<file path="src/hdl/kab_pkg.sv">
`default_nettype none
// ----------------------------------------------------------------------------
// kab_pkg: shared types and constants for the angle/bias Kalman filter
// Fixed-point formats, saturation helpers, sequencer and divider state codes,
// and the structs passed between the filter's modules.
// ----------------------------------------------------------------------------
package kab_pkg;

    // Field width and fixed-point formats.
    localparam int DATA_WIDTH  = 32;
    localparam int DT_FRAC     = 28;   // time step is Q4.28
    localparam int GAIN_FRAC   = 24;   // gains and covariance are Q8.24
    localparam int QBDT_SHIFT  = 34;   // Q2.30 noise times Q4.28 step down to Q8.24
    localparam int NOISE_SHIFT = 6;    // Q2.30 noise down to Q8.24

    // Datapath widths.
    localparam int ALU_W     = DATA_WIDTH + 8;
    localparam int MUL_W     = DATA_WIDTH + 1;
    localparam int PROD_W    = 2 * MUL_W;
    localparam int DEN_W     = DATA_WIDTH + 1;
    localparam int NOISE_W   = DATA_WIDTH - NOISE_SHIFT + 1;
    localparam int DIV_STEPS = DATA_WIDTH;
    localparam int DIV_CNT_W = $clog2(DIV_STEPS);

    typedef logic signed [DATA_WIDTH-1:0] data_t;
    typedef logic signed [ALU_W-1:0]      alu_t;
    typedef logic signed [MUL_W-1:0]      mul_t;
    typedef logic signed [PROD_W-1:0]     prod_t;
    typedef logic signed [DEN_W-1:0]      den_t;
    typedef logic [NOISE_W-1:0]           noise_t;
    typedef logic [DIV_CNT_W-1:0]         div_cnt_t;

    localparam div_cnt_t DIV_LAST = DIV_CNT_W'(DIV_STEPS - 1);

    localparam data_t DATA_MAX = {1'b0, {(DATA_WIDTH-1){1'b1}}};
    localparam data_t DATA_MIN = {1'b1, {(DATA_WIDTH-1){1'b0}}};
    localparam alu_t  SAT_HI   = {{(ALU_W-DATA_WIDTH+1){1'b0}}, {(DATA_WIDTH-1){1'b1}}};
    localparam alu_t  SAT_LO   = {{(ALU_W-DATA_WIDTH+1){1'b1}}, {(DATA_WIDTH-1){1'b0}}};

    // Configuration register indexes.
    localparam int CFG_IDX_W = 2;
    localparam logic [CFG_IDX_W-1:0] CFG_ANGLE_NOISE = 2'd0;
    localparam logic [CFG_IDX_W-1:0] CFG_BIAS_NOISE  = 2'd1;
    localparam logic [CFG_IDX_W-1:0] CFG_MEAS_NOISE  = 2'd2;

    // Raw reset values of the noise registers, unsigned Q2.30.
    localparam logic [DATA_WIDTH-1:0] ANGLE_NOISE_RESET = 32'd1073742;
    localparam logic [DATA_WIDTH-1:0] BIAS_NOISE_RESET  = 32'd3221225;
    localparam logic [DATA_WIDTH-1:0] MEAS_NOISE_RESET  = 32'd32212255;

    // Noise terms as the datapath uses them.
    typedef struct packed {
        noise_t                qa;   // angle process noise, Q8.24, rounded
        logic [DATA_WIDTH-1:0] qb;   // bias process noise, raw Q2.30
        noise_t                r;    // measurement noise, Q8.24, rounded
    } cfg_t;

    typedef struct packed {
        logic  start;
        data_t num;
        den_t  den;
    } div_req_t;

    typedef struct packed {
        logic  done;
        data_t quot;
    } div_rsp_t;

    typedef enum logic [4:0] {
        ST_IDLE,
        ST_RATE,
        ST_T,
        ST_ANG,
        ST_P11,
        ST_INNER1,
        ST_INNER2,
        ST_INNER3,
        ST_P01,
        ST_P00,
        ST_P10,
        ST_S,
        ST_D0_GO,
        ST_D0_WAIT,
        ST_D1_GO,
        ST_D1_WAIT,
        ST_Y,
        ST_KY0,
        ST_ANGC,
        ST_BIAS,
        ST_C10,
        ST_C00,
        ST_C11,
        ST_C01,
        ST_OUT
    } state_t;

    // Which register takes the result of a step.
    typedef enum logic [3:0] {
        DST_NONE,
        DST_RATE,
        DST_T,
        DST_ANG,
        DST_W,
        DST_Y,
        DST_BIAS,
        DST_AA,
        DST_AB,
        DST_BA,
        DST_BB,
        DST_K0,
        DST_K1
    } dst_t;

    typedef enum logic [2:0] {
        DV_IDLE,
        DV_PREP,
        DV_CHECK,
        DV_ITER,
        DV_FIN,
        DV_DONE
    } div_state_t;

    // Round a Q2.30 noise value to Q8.24, half toward plus infinity.
    function automatic noise_t noise_round(input logic [DATA_WIDTH-1:0] v);
        noise_round = noise_t'(v >> NOISE_SHIFT) + noise_t'(v[NOISE_SHIFT-1]);
    endfunction

    function automatic alu_t ext_data(input data_t x);
        ext_data = alu_t'(x);
    endfunction

    function automatic data_t sat_data(input alu_t x);
        if (x > SAT_HI) begin
            sat_data = DATA_MAX;
        end else if (x < SAT_LO) begin
            sat_data = DATA_MIN;
        end else begin
            sat_data = x[DATA_WIDTH-1:0];
        end
    endfunction

endpackage
`default_nettype wire

</file>
<file path="src/hdl/kab_mul.sv">
`default_nettype none
// ----------------------------------------------------------------------------
// kab_mul: shared signed multiplier
// One 33 x 33 signed multiply per cycle with a registered product. Unsigned
// operands are zero-extended by the caller.
// ----------------------------------------------------------------------------
module kab_mul (
    input  wire logic          aclk,
    input  kab_pkg::mul_t      op_a,
    input  kab_pkg::mul_t      op_b,
    output kab_pkg::prod_t     prod_reg
);

    kab_pkg::prod_t prod_next;

    assign prod_next = op_a * op_b;

    always_ff @(posedge aclk) begin
        prod_reg <= prod_next;
    end

endmodule
`default_nettype wire

</file>
<file path="config.mk">
export PLATFORM = sky130hd
export DESIGN_NAME = kab_mul
export DESIGN_NICKNAME = d
export VERILOG_FILES = /design/src/hdl/kab_pkg.sv /design/src/hdl/kab_mul.sv
export SDC_FILE = /design/constraint.sdc
export NUM_CORES = 2
export LEC_CHECK = 0
export BUFFER_PORTS_ARGS = -buffer_cell sky130_fd_sc_hd__buf_4
export CAP_MARGIN = 10
export CORE_AREA = 2 2 249 251
export DETAILED_ROUTE_END_ITERATION = 8
export DIE_AREA = 0 0 251 253
export PLACE_DENSITY = 0.9
export SLEW_MARGIN = 20
export SYNTH_ARGS = -nofsm -noshare
export SYNTH_HDL_FRONTEND = slang
export SYNTH_SLANG_ARGS = --single-unit
</file>
<file path="constraint.sdc">
create_clock -name aclk -period 12 [get_ports aclk]
set_input_delay 1.8 -clock aclk [delete_from_list [all_inputs] [get_ports aclk]]
set_output_delay 1.8 -clock aclk [all_outputs]
set_load 0.01 [all_outputs]
</file>
==> results.md <==
- Outcome: finished, final reports clean
- CP Cell Sequence: buf_4, and2_1, fa_1, fa_1, inv_1, fa_1, inv_1, fa_1, fa_1, fa_1, fa_1, inv_1, fa_1, inv_1, ha_1, a21oi_1, o21bai_1, a311oi_1, nor4_1, o21a_1, a211oi_2, o21ai_1, o41ai_2, xnor2_1
- Longest Clk Path Bufs: 2
- Count leader, synth: fa_1
- WP data required: 12320 ps
- HP Class: in2reg
- Global-route total usage across every layer: 0.3694
- First-pass GRT wire length: 178.0 mm
- WL per Instance: 21.81 um
- Clock tree from TritonCTS: built
- Largest net degree at the start of global routing: 34
- Port bufs: 132
- Global route overflow: 0
- WHS Path Cells: 2
- Ys Warns: 0
- Data arrival, critical path: 9890 ps
- Slew margin rel.: 0.4140
- Initial Util: 0.6614
- Net Count, Synth: 5731
- DIE WIDTH: 251 um
- Post-synthesis sequential area ratio: 0.03273
- H-tree levels: 3
- Async SR Flop Fraction: 0
- Max frequency: 0.1045 GHz
- Worst-Margin Slew: 877.4 ps
- Yosys cell types: 61
- Synth Area in Compound Gates: 0.03599
- RePlAce Congestion: 1.029
- ANT nets after route: 0
- Post-CTS Resized: 0
- Antenna violations before repair: 3
- Adder and majority cell fraction of the synthesized area: 0.6351
- Mux contribution to synthesized area: 0
- Area fraction of the dominant cell type after synthesis: 0.5679
- Final setup viols: 0
- Setup TNS: 0 ps
- Detail-routed via count per cell: 5.871
- Primary FF master, synth: dfxtp_1
- Drt first-iter violations: 2705
- Final wirelength: 109.5 mm
- Post-synth EDFFs: 0
- Largest family of logic cells by synthesized area: adder cells
- Maximum fanout along the worst path: 33
- Fin. max-slew vios: 0
- Vias in the first global route: 33420
- Period minus WS final: 9574 ps
- Syn Area/Cell: 9.383 um2
- # rows: 91
- HP Start: op_b[0]
- Yosys reg bits: 66
- Post-Synth Simple-Gate Area: 0.1538
- Fraction of layout cells with a size suffix above 1: 0.04044
- Placed cell area: 41520 um2
- RSZ-0062 raised after global routing: false
- Root buffer cell: clkbuf_16
- Fin Hold WS: 1933 ps
- List of most frequent post-synthesis cells: fa_1 (1145), inv_1 (1133), and2_1 (562)
- Synth Instances: 4302
- Xor-xnor portion of the synthesized cell area: 0.01627
- Fill count: 4231
- Clk pin slew, worst setup/hold paths: 80 ps
- Flip-flop count of the largest register after layout: 66
- Ports: 133
- Final instance area: 41780 um2
- Vias: 29470
- Drt drc: 0
- Critical path launch point type: input port
- Worst Hold Path EP: prod_reg[0]
- Top post-synthesis cells by area: fa_1 (57%), inv_1 (11%), and2_1 (8.7%)
- Mapped cell area: 40370 um2
- Die ar.: 63500 um2
- Die Span Y: 253 um
- TritonRoute pass-1 iters: 6
- Worst setup margin: 2426 ps
- Final nets: 5654
- Clk sinks: 66
- Final Hold Fails: 0
- Setup slack at placement: 1915 ps
- Core footprint: 61030 um2
- Total of max-cap violations: 0
- Worst path slowest cell: fa_1
- Period utilization: 0.7978
- Critical path class: in2reg
- Inserted Clock Buffers: 9
- Synth area leader: fa_1
- CTS Hold Bufs: 0
- P&R area growth vs syn: 3.512%
- CP peak stage delay: 820 ps
- Most used cell, CP: fa_1
- Post-CTS Setup Bufs: 0
- Worst setup EP type: register
- HPWL Detailed: 87.54 mm
==> routing by layer <==
metal  track usage  wire length [um]
met5             0                30
met4        0.2231              7644
met3        0.1202             13910
met2        0.5844             51590
met1        0.4442             36310
==> worst max-delay path, delay by kind of cell <==
family | cells | cell delay [ps]
buf+inv | 5 | 740
compound gates | 7 | 1860
simple gates | 2 | 370
xor+xnor | 1 | 160
fa+ha+maj | 9 | 4930
==> per-stage QoR <==
step | util | instances
6_report | 0.6847 | 5019
4_1_cts | 0.6845 | 5018
3_3_place_gp | 0.6803 | 5004
5_1_grt | 0.6846 | 5018
3_5_place_dp | 0.6803 | 5004
2_1_floorplan | - | 4302
==> placed cells by master (no fill, tap or decap), drive strengths merged, types with 3 or more instances in the layout <==
cell type,synthesis,layout
fa,1145,1145
inv,1133,1133
and2,563,563
nand2,543,543
ha,217,217
buf,1,133
a21oi,73,73
dfxtp,66,66
xnor2,55,55
nor2,47,47
o21ai,43,43
a21o,28,28
xor2,20,20
nand3,18,18
clkbuf,220,11
a31oi,10,10
nand2b,9,9
nand4,9,9
a211oi,9,9
o21bai,8,8
nor3,8,8
o21a,7,7
and4,7,7
and3,7,7
o211ai,7,7
nor4,5,5
or2,5,5
o22ai,3,3
nor2b,3,3
a221o,3,3
o21ba,3,3
a2111oi,3,3
==> logic make-up (layout without fill, tap and decap cells) <==
group | Yosys count | count (layout)
adder cells (fa/ha/maj) | 1362 | 1362
AND/OR/NAND/NOR | 1228 | 1228
flip-flops | 66 | 66
buffers and inverters | 1354 | 1280
XOR/XNOR | 75 | 75
AO/OA/AOI/OAI | 217 | 217
other | 0 | 1
==> cell type report <==
cell class | count | area (um2) | area share
Inverter | 1133 | 4253 | 0.1018
Clock inverter | 3 | 17.52 | 0.0004192
Antenna cell | 1 | 2.502 | 0.00005989
Sequential cell | 66 | 1321 | 0.03162
Clock buffer | 11 | 242.7 | 0.005809
Tap cell | 790 | 988.4 | 0.02366
Timing Repair Buffer | 133 | 998.5 | 0.02390
Multi-Input combinational cell | 2882 | 33960 | 0.8128
==> worst max-delay path by stage <==
stage	start	end	slack [ps]	cells after the start
global route	op_b[9]	prod_reg[63]	2270	23
finish	op_b[9]	prod_reg[59]	2430	24
detailed placement	op_a[32]	prod_reg[59]	1910	21
CTS	op_a[32]	prod_reg[59]	2270	21
global placement	op_a[32]	prod_reg[59]	2030	21
floorplan	op_a[32]	prod_reg[65]	2980	22
Power is left out: the tool's default activity adds up to more than one toggle a clock period on the data nets, which glitch-free logic cannot reach.
