**config.mk**
```make
export PLATFORM = sky130hd
export DESIGN_NAME = kab_div
export DESIGN_NICKNAME = d
export VERILOG_FILES = /design/src/hdl/kab_pkg.sv /design/src/hdl/kab_div.sv
export SDC_FILE = /design/constraint.sdc
export NUM_CORES = 1
export LEC_CHECK = 0
export ABC_AREA = 1
export BUFFER_PORTS_ARGS = -buffer_cell sky130_fd_sc_hd__buf_2
export CORE_UTILIZATION = 55
export CTS_CLUSTER_SIZE = 16
export DETAILED_ROUTE_END_ITERATION = 8
export PLACE_DENSITY_LB_ADDON = 0.08
export SETUP_SLACK_MARGIN = 0.02
export SYNTH_ARGS = -nofsm -noshare
export SYNTH_HDL_FRONTEND = slang
export SYNTH_SLANG_ARGS = --single-unit
```
**constraint.sdc**
```tcl
create_clock -name aclk -period 10.9 [get_ports aclk]
set_input_delay 3.27 -clock aclk [delete_from_list [all_inputs] [get_ports aclk]]
set_output_delay 3.27 -clock aclk [all_outputs]
set_load 0.02 [all_outputs]
```
**src/hdl/kab_pkg.sv**
```systemverilog
`default_nettype none
// ----------------------------------------------------------------------------
// kab_pkg: shared types and constants for the angle/bias Kalman filter
// Fixed-point formats, saturation helpers, sequencer and divider state codes,
// and the structs passed between the filter's modules.
// ----------------------------------------------------------------------------
package kab_pkg;

    // Field width and fixed-point formats.
    localparam int DATA_WIDTH  = 32;
    localparam int DT_FRAC     = 28;   // time step is Q4.28
    localparam int GAIN_FRAC   = 24;   // gains and covariance are Q8.24
    localparam int QBDT_SHIFT  = 34;   // Q2.30 noise times Q4.28 step down to Q8.24
    localparam int NOISE_SHIFT = 6;    // Q2.30 noise down to Q8.24

    // Datapath widths.
    localparam int ALU_W     = DATA_WIDTH + 8;
    localparam int MUL_W     = DATA_WIDTH + 1;
    localparam int PROD_W    = 2 * MUL_W;
    localparam int DEN_W     = DATA_WIDTH + 1;
    localparam int NOISE_W   = DATA_WIDTH - NOISE_SHIFT + 1;
    localparam int DIV_STEPS = DATA_WIDTH;
    localparam int DIV_CNT_W = $clog2(DIV_STEPS);

    typedef logic signed [DATA_WIDTH-1:0] data_t;
    typedef logic signed [ALU_W-1:0]      alu_t;
    typedef logic signed [MUL_W-1:0]      mul_t;
    typedef logic signed [PROD_W-1:0]     prod_t;
    typedef logic signed [DEN_W-1:0]      den_t;
    typedef logic [NOISE_W-1:0]           noise_t;
    typedef logic [DIV_CNT_W-1:0]         div_cnt_t;

    localparam div_cnt_t DIV_LAST = DIV_CNT_W'(DIV_STEPS - 1);

    localparam data_t DATA_MAX = {1'b0, {(DATA_WIDTH-1){1'b1}}};
    localparam data_t DATA_MIN = {1'b1, {(DATA_WIDTH-1){1'b0}}};
    localparam alu_t  SAT_HI   = {{(ALU_W-DATA_WIDTH+1){1'b0}}, {(DATA_WIDTH-1){1'b1}}};
    localparam alu_t  SAT_LO   = {{(ALU_W-DATA_WIDTH+1){1'b1}}, {(DATA_WIDTH-1){1'b0}}};

    // Configuration register indexes.
    localparam int CFG_IDX_W = 2;
    localparam logic [CFG_IDX_W-1:0] CFG_ANGLE_NOISE = 2'd0;
    localparam logic [CFG_IDX_W-1:0] CFG_BIAS_NOISE  = 2'd1;
    localparam logic [CFG_IDX_W-1:0] CFG_MEAS_NOISE  = 2'd2;

    // Raw reset values of the noise registers, unsigned Q2.30.
    localparam logic [DATA_WIDTH-1:0] ANGLE_NOISE_RESET = 32'd1073742;
    localparam logic [DATA_WIDTH-1:0] BIAS_NOISE_RESET  = 32'd3221225;
    localparam logic [DATA_WIDTH-1:0] MEAS_NOISE_RESET  = 32'd32212255;

    // Noise terms as the datapath uses them.
    typedef struct packed {
        noise_t                qa;   // angle process noise, Q8.24, rounded
        logic [DATA_WIDTH-1:0] qb;   // bias process noise, raw Q2.30
        noise_t                r;    // measurement noise, Q8.24, rounded
    } cfg_t;

    typedef struct packed {
        logic  start;
        data_t num;
        den_t  den;
    } div_req_t;

    typedef struct packed {
        logic  done;
        data_t quot;
    } div_rsp_t;

    typedef enum logic [4:0] {
        ST_IDLE,
        ST_RATE,
        ST_T,
        ST_ANG,
        ST_P11,
        ST_INNER1,
        ST_INNER2,
        ST_INNER3,
        ST_P01,
        ST_P00,
        ST_P10,
        ST_S,
        ST_D0_GO,
        ST_D0_WAIT,
        ST_D1_GO,
        ST_D1_WAIT,
        ST_Y,
        ST_KY0,
        ST_ANGC,
        ST_BIAS,
        ST_C10,
        ST_C00,
        ST_C11,
        ST_C01,
        ST_OUT
    } state_t;

    // Which register takes the result of a step.
    typedef enum logic [3:0] {
        DST_NONE,
        DST_RATE,
        DST_T,
        DST_ANG,
        DST_W,
        DST_Y,
        DST_BIAS,
        DST_AA,
        DST_AB,
        DST_BA,
        DST_BB,
        DST_K0,
        DST_K1
    } dst_t;

    typedef enum logic [2:0] {
        DV_IDLE,
        DV_PREP,
        DV_CHECK,
        DV_ITER,
        DV_FIN,
        DV_DONE
    } div_state_t;

    // Round a Q2.30 noise value to Q8.24, half toward plus infinity.
    function automatic noise_t noise_round(input logic [DATA_WIDTH-1:0] v);
        noise_round = noise_t'(v >> NOISE_SHIFT) + noise_t'(v[NOISE_SHIFT-1]);
    endfunction

    function automatic alu_t ext_data(input data_t x);
        ext_data = alu_t'(x);
    endfunction

    function automatic data_t sat_data(input alu_t x);
        if (x > SAT_HI) begin
            sat_data = DATA_MAX;
        end else if (x < SAT_LO) begin
            sat_data = DATA_MIN;
        end else begin
            sat_data = x[DATA_WIDTH-1:0];
        end
    endfunction

endpackage
`default_nettype wire

```
**src/hdl/kab_div.sv**
```systemverilog
`default_nettype none
// ----------------------------------------------------------------------------
// kab_div: serial gain divider
// Computes sat((num << 24) / den), truncated toward zero, one quotient bit
// per cycle. A zero divisor gives zero; a quotient of 2^32 or more in
// magnitude saturates before the bit loop starts.
// ----------------------------------------------------------------------------
module kab_div (
    input  wire logic         aclk,
    input  wire logic         aresetn,
    input  kab_pkg::div_req_t req,
    output kab_pkg::div_rsp_t rsp
);

    kab_pkg::div_state_t              state_reg, state_next;
    kab_pkg::data_t                   num_reg, num_next;
    kab_pkg::den_t                    den_reg, den_next;
    logic                             neg_reg, neg_next;
    logic                             zero_reg, zero_next;
    logic                             ovf_reg, ovf_next;
    logic [kab_pkg::DATA_WIDTH-1:0]   nmag_reg, nmag_next;
    logic [kab_pkg::DEN_W-1:0]        dmag_reg, dmag_next;
    logic [kab_pkg::DEN_W-1:0]        rem_reg, rem_next;
    logic [kab_pkg::DATA_WIDTH-1:0]   quo_reg, quo_next;
    kab_pkg::div_cnt_t                cnt_reg, cnt_next;
    kab_pkg::data_t                   q_reg, q_next;

    logic [kab_pkg::DEN_W-1:0]        rem_top;
    logic                             chk_zero;
    logic                             chk_ovf;
    logic [kab_pkg::DEN_W:0]          rem_shift;
    logic [kab_pkg::DEN_W+1:0]        rem_diff;
    logic                             rem_ge;
    logic                             quo_over_neg;

    // The upper bits of the shifted dividend form the first partial remainder.
    assign rem_top  = {{(kab_pkg::DEN_W-kab_pkg::GAIN_FRAC){1'b0}},
                       nmag_reg[kab_pkg::DATA_WIDTH-1 -: kab_pkg::GAIN_FRAC]};
    assign chk_zero = (dmag_reg == '0);
    assign chk_ovf  = (rem_top >= dmag_reg);

    assign rem_shift = {rem_reg, quo_reg[kab_pkg::DATA_WIDTH-1]};
    assign rem_diff  = {1'b0, rem_shift} - {2'b00, dmag_reg};
    assign rem_ge    = !rem_diff[kab_pkg::DEN_W+1];

    assign quo_over_neg = quo_reg[kab_pkg::DATA_WIDTH-1]
                          && (|quo_reg[kab_pkg::DATA_WIDTH-2:0]);

    always_comb begin
        state_next = state_reg;
        unique case (state_reg)
            kab_pkg::DV_IDLE: begin
                if (req.start) begin
                    state_next = kab_pkg::DV_PREP;
                end
            end
            kab_pkg::DV_PREP:  state_next = kab_pkg::DV_CHECK;
            kab_pkg::DV_CHECK: begin
                if (chk_zero || chk_ovf) begin
                    state_next = kab_pkg::DV_FIN;
                end else begin
                    state_next = kab_pkg::DV_ITER;
                end
            end
            kab_pkg::DV_ITER: begin
                if (cnt_reg == kab_pkg::DIV_LAST) begin
                    state_next = kab_pkg::DV_FIN;
                end
            end
            kab_pkg::DV_FIN:  state_next = kab_pkg::DV_DONE;
            kab_pkg::DV_DONE: state_next = kab_pkg::DV_IDLE;
            default:          state_next = kab_pkg::DV_IDLE;
        endcase
    end

    always_comb begin
        num_next  = num_reg;
        den_next  = den_reg;
        neg_next  = neg_reg;
        zero_next = zero_reg;
        ovf_next  = ovf_reg;
        nmag_next = nmag_reg;
        dmag_next = dmag_reg;
        rem_next  = rem_reg;
        quo_next  = quo_reg;
        cnt_next  = cnt_reg;
        q_next    = q_reg;
        unique case (state_reg)
            kab_pkg::DV_IDLE: begin
                if (req.start) begin
                    num_next = req.num;
                    den_next = req.den;
                end
            end
            kab_pkg::DV_PREP: begin
                neg_next  = num_reg[kab_pkg::DATA_WIDTH-1] ^ den_reg[kab_pkg::DEN_W-1];
                nmag_next = num_reg[kab_pkg::DATA_WIDTH-1] ? (~num_reg + 1'b1) : num_reg;
                dmag_next = den_reg[kab_pkg::DEN_W-1] ? (~den_reg + 1'b1) : den_reg;
            end
            kab_pkg::DV_CHECK: begin
                zero_next = chk_zero;
                ovf_next  = chk_ovf;
                rem_next  = rem_top;
                quo_next  = {nmag_reg[kab_pkg::DATA_WIDTH-kab_pkg::GAIN_FRAC-1:0],
                             {kab_pkg::GAIN_FRAC{1'b0}}};
                cnt_next  = '0;
            end
            kab_pkg::DV_ITER: begin
                // The dividend bits leave the top of quo_reg as quotient bits enter below.
                rem_next = rem_ge ? rem_diff[kab_pkg::DEN_W-1:0]
                                  : rem_shift[kab_pkg::DEN_W-1:0];
                quo_next = {quo_reg[kab_pkg::DATA_WIDTH-2:0], rem_ge};
                cnt_next = cnt_reg + 1'b1;
            end
            kab_pkg::DV_FIN: begin
                if (zero_reg) begin
                    q_next = '0;
                end else if (neg_reg) begin
                    q_next = (ovf_reg || quo_over_neg) ? kab_pkg::DATA_MIN
                                                       : $signed(~quo_reg + 1'b1);
                end else begin
                    q_next = (ovf_reg || quo_reg[kab_pkg::DATA_WIDTH-1]) ? kab_pkg::DATA_MAX
                                                                         : $signed(quo_reg);
                end
            end
            kab_pkg::DV_DONE: ;
            default: ;
        endcase
    end

    always_ff @(posedge aclk) begin
        if (!aresetn) begin
            state_reg <= kab_pkg::DV_IDLE;
        end else begin
            state_reg <= state_next;
        end
    end

    always_ff @(posedge aclk) begin
        num_reg  <= num_next;
        den_reg  <= den_next;
        neg_reg  <= neg_next;
        zero_reg <= zero_next;
        ovf_reg  <= ovf_next;
        nmag_reg <= nmag_next;
        dmag_reg <= dmag_next;
        rem_reg  <= rem_next;
        quo_reg  <= quo_next;
        cnt_reg  <= cnt_next;
        q_reg    <= q_next;
    end

    assign rsp.done = (state_reg == kab_pkg::DV_DONE);
    assign rsp.quot = q_reg;

endmodule
`default_nettype wire

```
==> results.ini <==
[synth]
synth_cell_types=42
synth_edf_count=235
yosysSeqAreaShare=0.498
ys.flop_type=edfxtp_1
synth_fp_nets=1805
netlist_instances=1674
async_reset_ff_frac=0
avgSynthCellArea_sq_um=8.53
mappedNetlistArea_sq_um=14300
ys_warn_count=0
ys_ff_latch=238

[sta]
hold_violations=0
finalSetupViolations=0
finalSetupTns_ps=0
maxSlewViolCount=0
relSlewSlack=0.209
setup_ws_ps=6120
fmax_mhz=209
timing.hold.ws_ps=460
worstMarginPinSlew_ps=1190
fin_skew_ps=17.8
period_share=0.439
rsz0062_at_grt=false
finalCriticalPeriod_ps=4780

[layout]
final_cell_mix=379 x nand2_1, 235 x edfxtp_1, 224 x inv_1
syn_to_final_growth_pct=11.7
final_common_cell=nand2_1
seq_area_sq_um=7120
multiInputGateArea_sq_um=6160
drive_gt1_frac=0.0971
fillers=2196
nNetsFinal=1903
fin_area_sq_um=16000

[routing]
drc=0
vias_per_cell=5.45
via_count=11577
ant_nets=0
first_pass_iters=6
drt_iter0_markers=978
wl_per_cell_microns=16.2
finalWirelength_microns=34500

[worst_setup_path]
required_ps=7630
rrSetupSlack_ps=7190
r2r-start=dmag_reg[17]$_DFFE_PP_
cp.arrival_ps=1510
path_delay_family=flip-flops
critPathMaxStageDelay_ps=460
cp-end-kind=primary output
r2r_cells=14
critical_path_class=reg2out
cp_max_fo=5
r2r-end=rem_reg[28]$_SDFFCE_PN0P_
cp_slowest_cell=dfxtp_1
crit_buf_inv=2
crit_chain=inv_1 > nor3_1 > buf_2
critPathLaunchType=flop

[die]
rows=58
core_sq_um=25300
die-area_sq_um=26600
die_w_microns=163
die_y_microns=163
start_util=0.564
ios=101

[placed_design]
place_ws_ps=6300
dp_hpwl_microns=26300
place_area_sq_um=15100
io_buffers=100
gp_congestion=0.935

[job]
drv_cap=0

[clocking]
htreeDepth=1
clkLatencyLatePin_ps=550
clk_pin_slew_ps=60
cts_sinks=238
cts_buffers=27
post_cts_resized=0
cts_tree=done
clock_path_buffers=3
ctsHoldBuffers=0
post_cts_buffers=0
root_buffer=clkbuf_16

[pwr]
netSwitchingFraction=0.402
leakagePower_nw=6.85
switching_power_mw=1.57
p_int_mw=2.33
combPwrFrac=0.391
ir_worst_vdd_uv=177
pwr-share-clk=0.218
p_per_area_nw_per_um2=244
power_frac_seq=0.391
total_power_mw=3.90

[global_route]
grt_pass1_wl_microns=55400
grt_use_total=0.266
antenna_found_initial=1
grt_overflow=0
grt_pass1_vias=10574
grt_max_degree=72

[outcome]
run_status=finished clean

[hold_path]
min_path_cells=0
hold_end=dmag_reg[0]$_DFFE_PP_
hold_path_class=reg2reg
hold_path.startpoint=den_reg[0]$_DFFE_PP_

-- final cells by class --
| class | instances | area share |
|---|---|---|
| clock inverters | 17 | 0.00847 |
| multi-input cells | 1171 | 0.386 |
| clock buffers | 32 | 0.0448 |
| well taps | 330 | 0.0259 |
| inverters | 227 | 0.0534 |
| repair buffers | 107 | 0.0347 |
| flip-flops and latches | 238 | 0.446 |
| diodes | 1 | 0.000157 |
-- per-stage QoR --
step	util	instances
final	0.630	2123
after detailed placement	0.596	2073
after CTS	0.630	2122
after floorplan	-	1674
after global placement	0.596	2073
after global routing	0.630	2122
-- cells in the mapped netlist, types with 4 or more instances --
master    instances  area share
nand2_1         380        0.10
edfxtp_1        235        0.49
inv_1           224       0.059
nor2_1          198       0.052
nand3_1         117       0.041
a21oi_1          89       0.031
o21ai_0          84       0.029
nand4_1          66       0.029
ha_1             62       0.054
xor2_1           50       0.031
xnor2_1          34       0.021
nor3_1           29       0.010
clkbuf_1         27      0.0071
nor4_1            9      0.0039
a31oi_1           7      0.0031
o21ai_1           6      0.0021
buf_4             5      0.0026
or2_2             5      0.0022
nand3b_1          4      0.0021
-- worst max path at each step --
| stage | start | to | slack, ps | depth (start not counted) |
|---|---|---|---|---|
| 4_1_cts | state_reg[2]$_SDFFE_PN0P_ | rsp[32] | 6100 | 3 |
| 6_report | state_reg[2]$_SDFFE_PN0P_ | rsp[32] | 6120 | 3 |
| 3_5_place_dp | req[65] | den_reg[0]$_DFFE_PP_ | 6300 | 4 |
| 3_3_place_gp | req[65] | den_reg[0]$_DFFE_PP_ | 6270 | 4 |
| 2_1_floorplan | req[65] | den_reg[0]$_DFFE_PP_ | 810 | 2 |
| 5_1_grt | state_reg[2]$_SDFFE_PN0P_ | rsp[32] | 6010 | 3 |
-- power by group through the flow --
stage          Combinational [mW]  Sequential [mW]  Clock, mW
6_report                     1.52             1.52      0.849
5_1_grt                      1.73             1.55      0.897
4_1_cts                      1.51             1.52      0.867
3_5_place_dp                 1.50             1.54          0
3_3_place_gp                 1.49             1.53          0
2_1_floorplan                1.14             1.49          0
-- kinds of logic after synthesis --
| group | count (synthesis) | synth area share |
|---|---|---|
| simple gates | 825 | 0.250 |
| fa+ha+maj | 63 | 0.0557 |
| xor+xnor | 84 | 0.0515 |
| flops | 238 | 0.498 |
| buf+inv | 265 | 0.0722 |
| compound gates | 199 | 0.0728 |
-- routing by layer --
| metal | share of wire | track usage | wire length (microns) | vias up |
|---|---|---|---|---|
| met4 | 0.026 | 0.0718 | 890 | 0 |
| met1 | 0.46 | 0.386 | 15900 | 5278 |
| met5 | 0 | 0 | 0 | - |
| met2 | 0.45 | 0.418 | 15400 | 403 |
| li1 | - | - | - | 5845 |
| met3 | 0.065 | 0.0356 | 2250 | 51 |
(Power assumes the default switching activity.)
