### src/hdl/kab_pkg.sv
`default_nettype none
// ----------------------------------------------------------------------------
// kab_pkg: shared types and constants for the angle/bias Kalman filter
// Fixed-point formats, saturation helpers, sequencer and divider state codes,
// and the structs passed between the filter's modules.
// ----------------------------------------------------------------------------
package kab_pkg;

    // Field width and fixed-point formats.
    localparam int DATA_WIDTH  = 32;
    localparam int DT_FRAC     = 28;   // time step is Q4.28
    localparam int GAIN_FRAC   = 24;   // gains and covariance are Q8.24
    localparam int QBDT_SHIFT  = 34;   // Q2.30 noise times Q4.28 step down to Q8.24
    localparam int NOISE_SHIFT = 6;    // Q2.30 noise down to Q8.24

    // Datapath widths.
    localparam int ALU_W     = DATA_WIDTH + 8;
    localparam int MUL_W     = DATA_WIDTH + 1;
    localparam int PROD_W    = 2 * MUL_W;
    localparam int DEN_W     = DATA_WIDTH + 1;
    localparam int NOISE_W   = DATA_WIDTH - NOISE_SHIFT + 1;
    localparam int DIV_STEPS = DATA_WIDTH;
    localparam int DIV_CNT_W = $clog2(DIV_STEPS);

    typedef logic signed [DATA_WIDTH-1:0] data_t;
    typedef logic signed [ALU_W-1:0]      alu_t;
    typedef logic signed [MUL_W-1:0]      mul_t;
    typedef logic signed [PROD_W-1:0]     prod_t;
    typedef logic signed [DEN_W-1:0]      den_t;
    typedef logic [NOISE_W-1:0]           noise_t;
    typedef logic [DIV_CNT_W-1:0]         div_cnt_t;

    localparam div_cnt_t DIV_LAST = DIV_CNT_W'(DIV_STEPS - 1);

    localparam data_t DATA_MAX = {1'b0, {(DATA_WIDTH-1){1'b1}}};
    localparam data_t DATA_MIN = {1'b1, {(DATA_WIDTH-1){1'b0}}};
    localparam alu_t  SAT_HI   = {{(ALU_W-DATA_WIDTH+1){1'b0}}, {(DATA_WIDTH-1){1'b1}}};
    localparam alu_t  SAT_LO   = {{(ALU_W-DATA_WIDTH+1){1'b1}}, {(DATA_WIDTH-1){1'b0}}};

    // Configuration register indexes.
    localparam int CFG_IDX_W = 2;
    localparam logic [CFG_IDX_W-1:0] CFG_ANGLE_NOISE = 2'd0;
    localparam logic [CFG_IDX_W-1:0] CFG_BIAS_NOISE  = 2'd1;
    localparam logic [CFG_IDX_W-1:0] CFG_MEAS_NOISE  = 2'd2;

    // Raw reset values of the noise registers, unsigned Q2.30.
    localparam logic [DATA_WIDTH-1:0] ANGLE_NOISE_RESET = 32'd1073742;
    localparam logic [DATA_WIDTH-1:0] BIAS_NOISE_RESET  = 32'd3221225;
    localparam logic [DATA_WIDTH-1:0] MEAS_NOISE_RESET  = 32'd32212255;

    // Noise terms as the datapath uses them.
    typedef struct packed {
        noise_t                qa;   // angle process noise, Q8.24, rounded
        logic [DATA_WIDTH-1:0] qb;   // bias process noise, raw Q2.30
        noise_t                r;    // measurement noise, Q8.24, rounded
    } cfg_t;

    typedef struct packed {
        logic  start;
        data_t num;
        den_t  den;
    } div_req_t;

    typedef struct packed {
        logic  done;
        data_t quot;
    } div_rsp_t;

    typedef enum logic [4:0] {
        ST_IDLE,
        ST_RATE,
        ST_T,
        ST_ANG,
        ST_P11,
        ST_INNER1,
        ST_INNER2,
        ST_INNER3,
        ST_P01,
        ST_P00,
        ST_P10,
        ST_S,
        ST_D0_GO,
        ST_D0_WAIT,
        ST_D1_GO,
        ST_D1_WAIT,
        ST_Y,
        ST_KY0,
        ST_ANGC,
        ST_BIAS,
        ST_C10,
        ST_C00,
        ST_C11,
        ST_C01,
        ST_OUT
    } state_t;

    // Which register takes the result of a step.
    typedef enum logic [3:0] {
        DST_NONE,
        DST_RATE,
        DST_T,
        DST_ANG,
        DST_W,
        DST_Y,
        DST_BIAS,
        DST_AA,
        DST_AB,
        DST_BA,
        DST_BB,
        DST_K0,
        DST_K1
    } dst_t;

    typedef enum logic [2:0] {
        DV_IDLE,
        DV_PREP,
        DV_CHECK,
        DV_ITER,
        DV_FIN,
        DV_DONE
    } div_state_t;

    // Round a Q2.30 noise value to Q8.24, half toward plus infinity.
    function automatic noise_t noise_round(input logic [DATA_WIDTH-1:0] v);
        noise_round = noise_t'(v >> NOISE_SHIFT) + noise_t'(v[NOISE_SHIFT-1]);
    endfunction

    function automatic alu_t ext_data(input data_t x);
        ext_data = alu_t'(x);
    endfunction

    function automatic data_t sat_data(input alu_t x);
        if (x > SAT_HI) begin
            sat_data = DATA_MAX;
        end else if (x < SAT_LO) begin
            sat_data = DATA_MIN;
        end else begin
            sat_data = x[DATA_WIDTH-1:0];
        end
    endfunction

endpackage
`default_nettype wire

### src/hdl/kab_cfg.sv
`default_nettype none
// ----------------------------------------------------------------------------
// kab_cfg: noise configuration registers
// Decodes register writes and keeps the noise terms in the form the datapath
// uses: angle and measurement noise are rounded to Q8.24 when written.
// ----------------------------------------------------------------------------
module kab_cfg (
    input  wire logic                               aclk,
    input  wire logic                               aresetn,
    input  wire logic                               cfg_wr_en,
    input  wire logic [kab_pkg::CFG_IDX_W-1:0]      cfg_index,
    input  wire logic [kab_pkg::DATA_WIDTH-1:0]     cfg_wdata,
    output kab_pkg::cfg_t                           cfg
);

    kab_pkg::noise_t                qa_reg, qa_next;
    logic [kab_pkg::DATA_WIDTH-1:0] qb_reg, qb_next;
    kab_pkg::noise_t                r_reg,  r_next;

    always_comb begin
        qa_next = qa_reg;
        qb_next = qb_reg;
        r_next  = r_reg;
        if (cfg_wr_en) begin
            unique case (cfg_index)
                kab_pkg::CFG_ANGLE_NOISE: qa_next = kab_pkg::noise_round(cfg_wdata);
                kab_pkg::CFG_BIAS_NOISE:  qb_next = cfg_wdata;
                kab_pkg::CFG_MEAS_NOISE:  r_next  = kab_pkg::noise_round(cfg_wdata);
                default: ;
            endcase
        end
    end

    always_ff @(posedge aclk) begin
        if (!aresetn) begin
            qa_reg <= kab_pkg::noise_round(kab_pkg::ANGLE_NOISE_RESET);
            qb_reg <= kab_pkg::BIAS_NOISE_RESET;
            r_reg  <= kab_pkg::noise_round(kab_pkg::MEAS_NOISE_RESET);
        end else begin
            qa_reg <= qa_next;
            qb_reg <= qb_next;
            r_reg  <= r_next;
        end
    end

    assign cfg.qa = qa_reg;
    assign cfg.qb = qb_reg;
    assign cfg.r  = r_reg;

endmodule
`default_nettype wire

### config.mk
export PLATFORM = sky130hd
export DESIGN_NAME = kab_cfg
export DESIGN_NICKNAME = d
export VERILOG_FILES = /design/src/hdl/kab_pkg.sv /design/src/hdl/kab_cfg.sv
export SDC_FILE = /design/constraint.sdc
export NUM_CORES = 1
export LEC_CHECK = 0
export BUFFER_PORTS_ARGS = -buffer_cell sky130_fd_sc_hd__buf_2
export CORE_ASPECT_RATIO = 1.75
export CORE_MARGIN = 10
export CORE_UTILIZATION = 50
export DETAILED_ROUTE_END_ITERATION = 10
export HOLD_SLACK_MARGIN = 0.03
export PLACE_DENSITY = 0.8
export SLEW_MARGIN = 25
export SYNTH_ARGS = -nofsm -noshare
export SYNTH_HDL_FRONTEND = slang
export SYNTH_SLANG_ARGS = --single-unit
### constraint.sdc
create_clock -name aclk -period 2.55 [get_ports aclk]
set_clock_uncertainty 0.05 [all_clocks]
set_input_delay 0.1275 -clock aclk [delete_from_list [all_inputs] [get_ports aclk]]
set_output_delay 0.1275 -clock aclk [all_outputs]
set_load 0.02 [all_outputs]
==> impl_results.md, run 1 <==
* Status: complete, no violations
* Highest-count cells in the layout ignoring fill and taps: buf_2 (123), dfxtp_1 (86), nand2_1 (84)
* Largest register FFs at 32
* Total negative slack for setup checks at 0 ns
* GRT Total Usage at 20.44%
* I/O Buffers at between 100 and 150
* Worst hold path class: in -> reg
* Power density over the cells at 683.7 nW/um2
* Clock Root Buffer: clkbuf_16
* Met3 track demand over resource at under 10%
* Data arrival time of the critical path at between 2 and 3 ns
* Nets at 594
* Avg Vias per Cell at 5.724
* Cell Area, Synth at 3577 um2
* Synthesized instance count at 424
* Max Slew Vio Count at 0
* Grt peak-use layer: met2
* Share of layout cells above drive strength 1 at 28.57%
* Full die area at 11070 um2
* Fillers at 568
* Met1 usage at 20.90%
* Crit path time final at 2.376 ns
* Residual antenna-violating net count after detailed routing at 0
* Detail-routed net length per standard cell at 18.31 um
* I/O pins at between 100 and 150
* Number of global-route vias before repair at 3706
* Number of antenna violations at the first check in global routing at 0
* Maximum clock rate at 420.8 MHz
* Startpoint class of the critical path: primary input
* Starting utilization of the core area at 51.79%
* Primary flip-flop cell chosen by synthesis mapping: dfxtp_1
* Number of nets produced by synthesis at roughly 460
* Endpoint type of the worst setup path: register
* Count of vias placed by the detailed router at roughly 3.7k
* Site row count at 40
* Final-report hold violation count at 0
* R2r setup slk at 1.56 ns
* Required arrival time at the worst endpoint at 2.76 ns
* Remaining max-slew budget at the tightest pin at 49.69%
* Syn-to-layout area delta at 33.09%
* Flops & latches, synth at 86
* Number of antenna repair diodes at 0
* Met2 track demand over resource in global routing at 35.08%
* Core ar. at 6907 um2
* Mean instance size in the synthesized netlist at 8.437 um2
* Worst slew pin tran at 0.7539 ns
* Maximum Capacitance Violations at 0
* Count of different cell masters after synthesis at 40
* Detailed-router iteration count before antenna repair at 4
* Sequential share of the synthesized area at 48.13%
* Die boundary height at 131.9 um
* Post-layout worst setup margin at 0.1737 ns
* Crit Path Class: in -> reg
* Inserted Clock Buffers at 9
* Peak supply drop at 0.5495 mV
* Detailed Place HPWL at between 8000 and 9000 um
* Clk buf depth at 2
* Initial DRC count at approximately 190
* Share of async-settable or async-resettable flops after synthesis at 0%
* Post-synth EDFFs at 0
* Clock tree from TritonCTS: yes
* Total overflow reported by the global router at 0
* Num Clock Sinks at 86
* Number of H-tree branching levels at 3
* Routability congestion estimate from global placement at 0.8199
* Width of the die at 83.94 um
* Leakage dissipation at approximately 2.0 nW
* Unrepaired setup endpoints after global routing: no
* Setup-failing EPs final at 0
* Insertion delay to the later sink of the worst-skew pair at 0.35 ns
* Clock transition at the registers of the reported paths at 0.06 ns
* Number of remaining DRC errors at 0
* Setup slack after placement at 0.3403 ns
* Crit-path max FO at 7
* Global-route wire length before repair at 18690 um
* Final cycle utilization of the critical path at 93.19%
* Total number of yosys warnings at 0
* Leading cell type in the layout, fill and taps excluded: buf_2
* Post-layout util at 68.93%
* Routed wire length at 11790 um
* Maximum number of pins on one net before global-route repair at 51
## final timing paths
path                            from                       to  depth (start not counted)
max reg2reg   r_reg[17]$_SDFFE_PN1P_   r_reg[17]$_SDFFE_PN1P_                          2
min                    cfg_wdata[11]  qb_reg[11]$_SDFFE_PN0P_                          3
min reg2reg  qb_reg[24]$_SDFFE_PN0P_  qb_reg[24]$_SDFFE_PN0P_                          2
max                     cfg_wdata[6]  qa_reg[18]$_SDFFE_PN0P_                          8
## critical path, cell delays in order
cell and delay, ns:
dlygate4sd3_1 0.55, buf_2 0.13, ha_1 0.20, ha_2 0.25, nand3_2 0.13, or3_4 0.46
or4_1 0.47, a311oi_1 0.27
## kinds of logic (layout without fill, tap and decap cells)
group	after synthesis	count (layout)	synth area share, %
AO/OA/AOI/OAI	104	104	18.40
XOR/XNOR	15	15	3.673
adder cells (fa/ha/maj)	2	2	0.6994
buffers and inverters	39	175	4.477
flip-flops	86	86	48.13
AND/OR/NAND/NOR	178	178	24.62
## repair_timing
action / 4_1_cts / 5_1_grt
setup buffers: 0 / 3
hold endpoints to repair: 18 / 0
setup endpoints to repair: 0 / 4
gates resized for setup: 0 / 2
hold buffers: 18 / 0
## power by group
group          internal (mW)  switching [mW]  total, mW
clock network          0.886           0.526       1.41
logic                  0.145           0.266      0.411
registers               1.40          0.0286       1.43
total                   2.43           0.821       3.25
## synth_stat cells, drive strengths merged, types with 9 or more instances
| cell type | number | area, um2 |
|---|---|---|
| nor2 | 17 | 63.81 |
| a21oi | 33 | 165.2 |
| a211oi | 9 | 67.56 |
| nand3 | 24 | 120.1 |
| xnor2 | 12 | 105.1 |
| or4 | 11 | 90.08 |
| nor3 | 10 | 50.05 |
| a31oi | 13 | 81.33 |
| dfxtp | 86 | 1722 |
| nand4 | 9 | 68.81 |
| o21ai | 23 | 115.1 |
| clkbuf | 24 | 90.09 |
| nand2 | 84 | 315.3 |
| buf | 9 | 47.55 |
## cell type report
| cell class | instances | area [um2] | area share, % |
|---|---|---|---|
| multi-input cells | 299 | 1708 | 35.87 |
| flip-flops and latches | 86 | 1722 | 36.16 |
| inverters | 6 | 22.52 | 0.4731 |
| clock inverters | 3 | 67.56 | 1.419 |
| clock buffers | 13 | 250.2 | 5.256 |
| repair buffers | 153 | 885.9 | 18.61 |
| well taps | 84 | 105.1 | 2.208 |
## per-stage QoR
stage | cells | total power, mW | cell area [um2] | hold slack, ns
5_1_grt | 644 | 3.362 | 4761 | 0.05282
3_5_place_dp | 607 | 1.848 | 4235 | 0.2931
3_3_place_gp | 607 | 1.837 | 4235 | 0.2853
4_1_cts | 641 | 3.265 | 4733 | 0.03069
6_report | 644 | 3.255 | 4761 | 0.02766
2_1_floorplan | 424 | 1.680 | 3577 | 0.2018
## routing by layer
metal	wire (um)	part of all wire, %
met1	4335	37
met3	898	7.6
met5	0	0
met2	6044	51
met4	511	4.3
Note: power is estimated with default switching activity, not from simulation.
==> run 2: changes to the inputs <==
--- a/config.mk
+++ b/config.mk
@@ -12,6 +12,7 @@
 export DETAILED_ROUTE_END_ITERATION = 10
 export HOLD_SLACK_MARGIN = 0.03
 export PLACE_DENSITY = 0.8
+export REMOVE_ABC_BUFFERS = 1
 export SLEW_MARGIN = 25
 export SYNTH_ARGS = -nofsm -noshare
 export SYNTH_HDL_FRONTEND = slang
==> run 2 against run 1 <==
Effect of this change: combinational power down 2%; critical path depth unchanged; worst setup slack got worse by 0.044 ns; register-to-register slack gained 0.03 ns; first-iteration DRC count is 26% higher; sequential power about the same; hold slack better by 0.0020 ns.
==> impl_results.md, run 2 (same netlist as run 1, synthesis figures left out) <==
* Worst Hold End: qb_reg[24]$_SDFFE_PN0P_ (was qb_reg[11]$_SDFFE_PN0P_)
* Critical register-to-register path startpoint: r_reg[17]$_SDFFE_PN1P_ (unchanged)
* Highest-count cells in the layout ignoring fill and taps: buf_2 (122), dfxtp_1 (86), nand2_1 (84) (was buf_2 (123), dfxtp_1 (86), nand2_1 (84))
* Number of remaining DRC errors at 0 (unchanged)
* Leakage dissipation at 1.956 nW (was 2.001 nW)
* Number of antenna violations at the first check in global routing at 0 (unchanged)
* Peak supply drop at 0.4552 mV (was 0.5495 mV)
* Insertion delay to the later sink of the worst-skew pair at 0.34 ns (was 0.35 ns)
* Data arrival time of the critical path at 2.62 ns (was 2.59 ns)
* Clock transition at the registers of the reported paths at 0.06 ns (about the same)
* Residual antenna-violating net count after detailed routing at 0 (unchanged)
* Power density over the cells at 660.1 nW/um2 (was 683.7 nW/um2)
* Total negative slack for setup checks at 0 ns (unchanged)
* Clk buf depth at 2 (unchanged)
* Remaining max-slew budget at the tightest pin at 54.07% (was 49.69%)
* Syn-to-layout area delta at 30.50% (was 33.09%)
* Maximum Capacitance Violations at 0 (unchanged)
* Global-route wire length before repair at 18260 um (was 18690 um)
* FF-to-FF path depth at 2 (unchanged)
* Count of vias placed by the detailed router at 3620 (was 3686)
* Register cell area after layout at 1722 um2 (unchanged)
* Nets at 588 (was 594)
* Largest register FFs at 32 (unchanged)
* Total overflow reported by the global router at 0 (unchanged)
* Maximum clock rate at 413.1 MHz (was 420.8 MHz)
* Clock Root Buffer: clkbuf_16 (unchanged)
* Crit Path Class: in -> reg (unchanged)
* Origin of the worst min-delay path: cfg_wdata[24] (was cfg_wdata[11])
* Endpoint type of the worst setup path: register (unchanged)
* Core ar. at 6907 um2 (unchanged)
* Number of buffers inserted by post-CTS setup repair at 0 (unchanged)
* Unrepaired setup endpoints after global routing: no (unchanged)
* Crit-path max FO at 14 (was 7)
* Detailed-router iteration count before antenna repair at 4 (unchanged)
* Routed wire length at 11220 um (was 11790 um)
* Worst flop-to-flop path endpoint: r_reg[17]$_SDFFE_PN1P_ (unchanged)
* Power, Total at 3.082 mW (was 3.255 mW)
* Share of layout cells above drive strength 1 at 27.72% (was 28.57%)
* Multi-input logic area at 1707 um2 (was 1708 um2)
* Leading cell type in the layout, fill and taps excluded: buf_2 (unchanged)
* Final-report hold violation count at 0 (unchanged)
* Final cycle utilization of the critical path at 94.93% (was 93.19%)
* Crit path time final at 2.421 ns (was 2.376 ns)
* Worst hold path class: in -> reg (unchanged)
* Number of antenna repair diodes at 0 (unchanged)
* Routability congestion estimate from global placement at 0.7470 (was 0.8199)
* Starting utilization of the core area at 51.79% (unchanged)
* R2r setup slk at 1.59 ns (was 1.56 ns)
* Full die area at 11070 um2 (unchanged)
* Number of H-tree branching levels at 3 (unchanged)
* Maximum number of pins on one net before global-route repair at 51 (unchanged)
* Initial DRC count at 234 (was 186)
* Clock tree from TritonCTS: yes (unchanged)
* Number of global-route vias before repair at 3583 (was 3706)
* Fillers at 565 (was 568)
* Width of the die at 83.94 um (unchanged)
* I/O pins at 123 (unchanged)
* GRT Total Usage at 19.86% (was 20.44%)
* Inserted Clock Buffers at 9 (unchanged)
* Detailed Place HPWL at 7834 um (was 8297 um)
* Worst slew pin tran at 0.6889 ns (was 0.7539 ns)
* Worst Hold Depth at 3 (unchanged)
* Num Clock Sinks at 86 (unchanged)
* Setup-failing EPs final at 0 (unchanged)
* Site row count at 40 (unchanged)
* Required arrival time at the worst endpoint at 2.75 ns (was 2.76 ns)
* Max Slew Vio Count at 0 (unchanged)
* Startpoint class of the critical path: primary input (unchanged)
* Detail-routed net length per standard cell at 17.65 um (was 18.31 um)
* Die boundary height at 131.9 um (unchanged)
* I/O Buffers at 122 (unchanged)
* Status: complete, no violations (unchanged)
* Avg Vias per Cell at 5.692 (was 5.724)
run 2: cell count changes in the layout (fill, tap and decap cells not counted), sizes merged:
cell,delta
bufinv,-1
clkinv,+2
inv,-1
buf,-5
clkbuf,-1
clkinvlp,-1
dlygate4sd3,-1
run 2: per-layer routing:
metal / track usage, % / routed length (um) / share of wire (%)
met3: 4.332 / 624 / 5.6
met2: 36.87 / 6235 / 56
met5: 0 / 0 / 0
met1: 20.06 / 4095 / 36
met4: 9.439 / 268 / 2.4
run 2: through the flow:
stage / utilization (%) / setup slack [ns] / hold slack [ns] / instances / instance area [um2]
4_1_cts: 67.52 / 0.09577 / 0.03007 / 636 / 4663
2_1_floorplan: - / -0.3562 / 0.1493 / 391 / 3440
3_3_place_gp: 61.12 / 0.3902 / 0.2890 / 605 / 4222
3_5_place_dp: 61.12 / 0.3098 / 0.2945 / 605 / 4222
5_1_grt: 67.59 / 0.0007054 / 0.05225 / 636 / 4668
6_report: 67.59 / 0.1293 / 0.02971 / 636 / 4668
run 2: area by class of cell:
type,count,area share (%)
clock buffer,12,5.066
inverter,6,0.4824
tap,84,2.251
sequential,86,36.88
multi-input combinational,299,36.56
timing repair buffer,147,18.01
clock inverter,2,0.7505
run 2: critical path, stage by stage:
cell and delay [ns]:
dlygate4sd3_1 0.52, buf_2 0.12, ha_1 0.19, ha_1 0.28, nand3_2 0.17, or3_4 0.45, or4_4 0.56, o31ai_2 0.20
run 2: timing repair:
item / 4_1_cts / 5_1_grt
hold endpoints to repair: 17 / 0
endpoints found under the setup margin: 0 / 5
gates resized for setup: 0 / 1
hold buffers: 17 / 0
run 2: power breakdown:
group | leakage [nW] | switching (mW) | internal [mW] | total [mW]
combinational | 1.12 | 0.260 | 0.142 | 0.402
sequential | 0.703 | 0.0286 | 1.40 | 1.43
clock | 0.132 | 0.501 | 0.747 | 1.25
run 2: how the worst max path moves through the flow:
| stage | slack (ns) | startpoint | cells past startpoint | endpoint |
|---|---|---|---|---|
| detailed placement | 0.31 | cfg_wdata[5] | 7 | r_reg[26]$_SDFFE_PN0P_ |
| finish | 0.13 | cfg_wdata[5] | 8 | r_reg[26]$_SDFFE_PN0P_ |
| CTS | 0.1 | cfg_wdata[5] | 8 | r_reg[26]$_SDFFE_PN0P_ |
| floorplan | -0.36 | cfg_index[1] | 4 | qa_reg[24]$_SDFFE_PN0P_ |
| global route | 0.0007 | cfg_wdata[5] | 8 | qa_reg[18]$_SDFFE_PN0P_ |
| global placement | 0.39 | cfg_wdata[5] | 7 | qa_reg[18]$_SDFFE_PN0P_ |
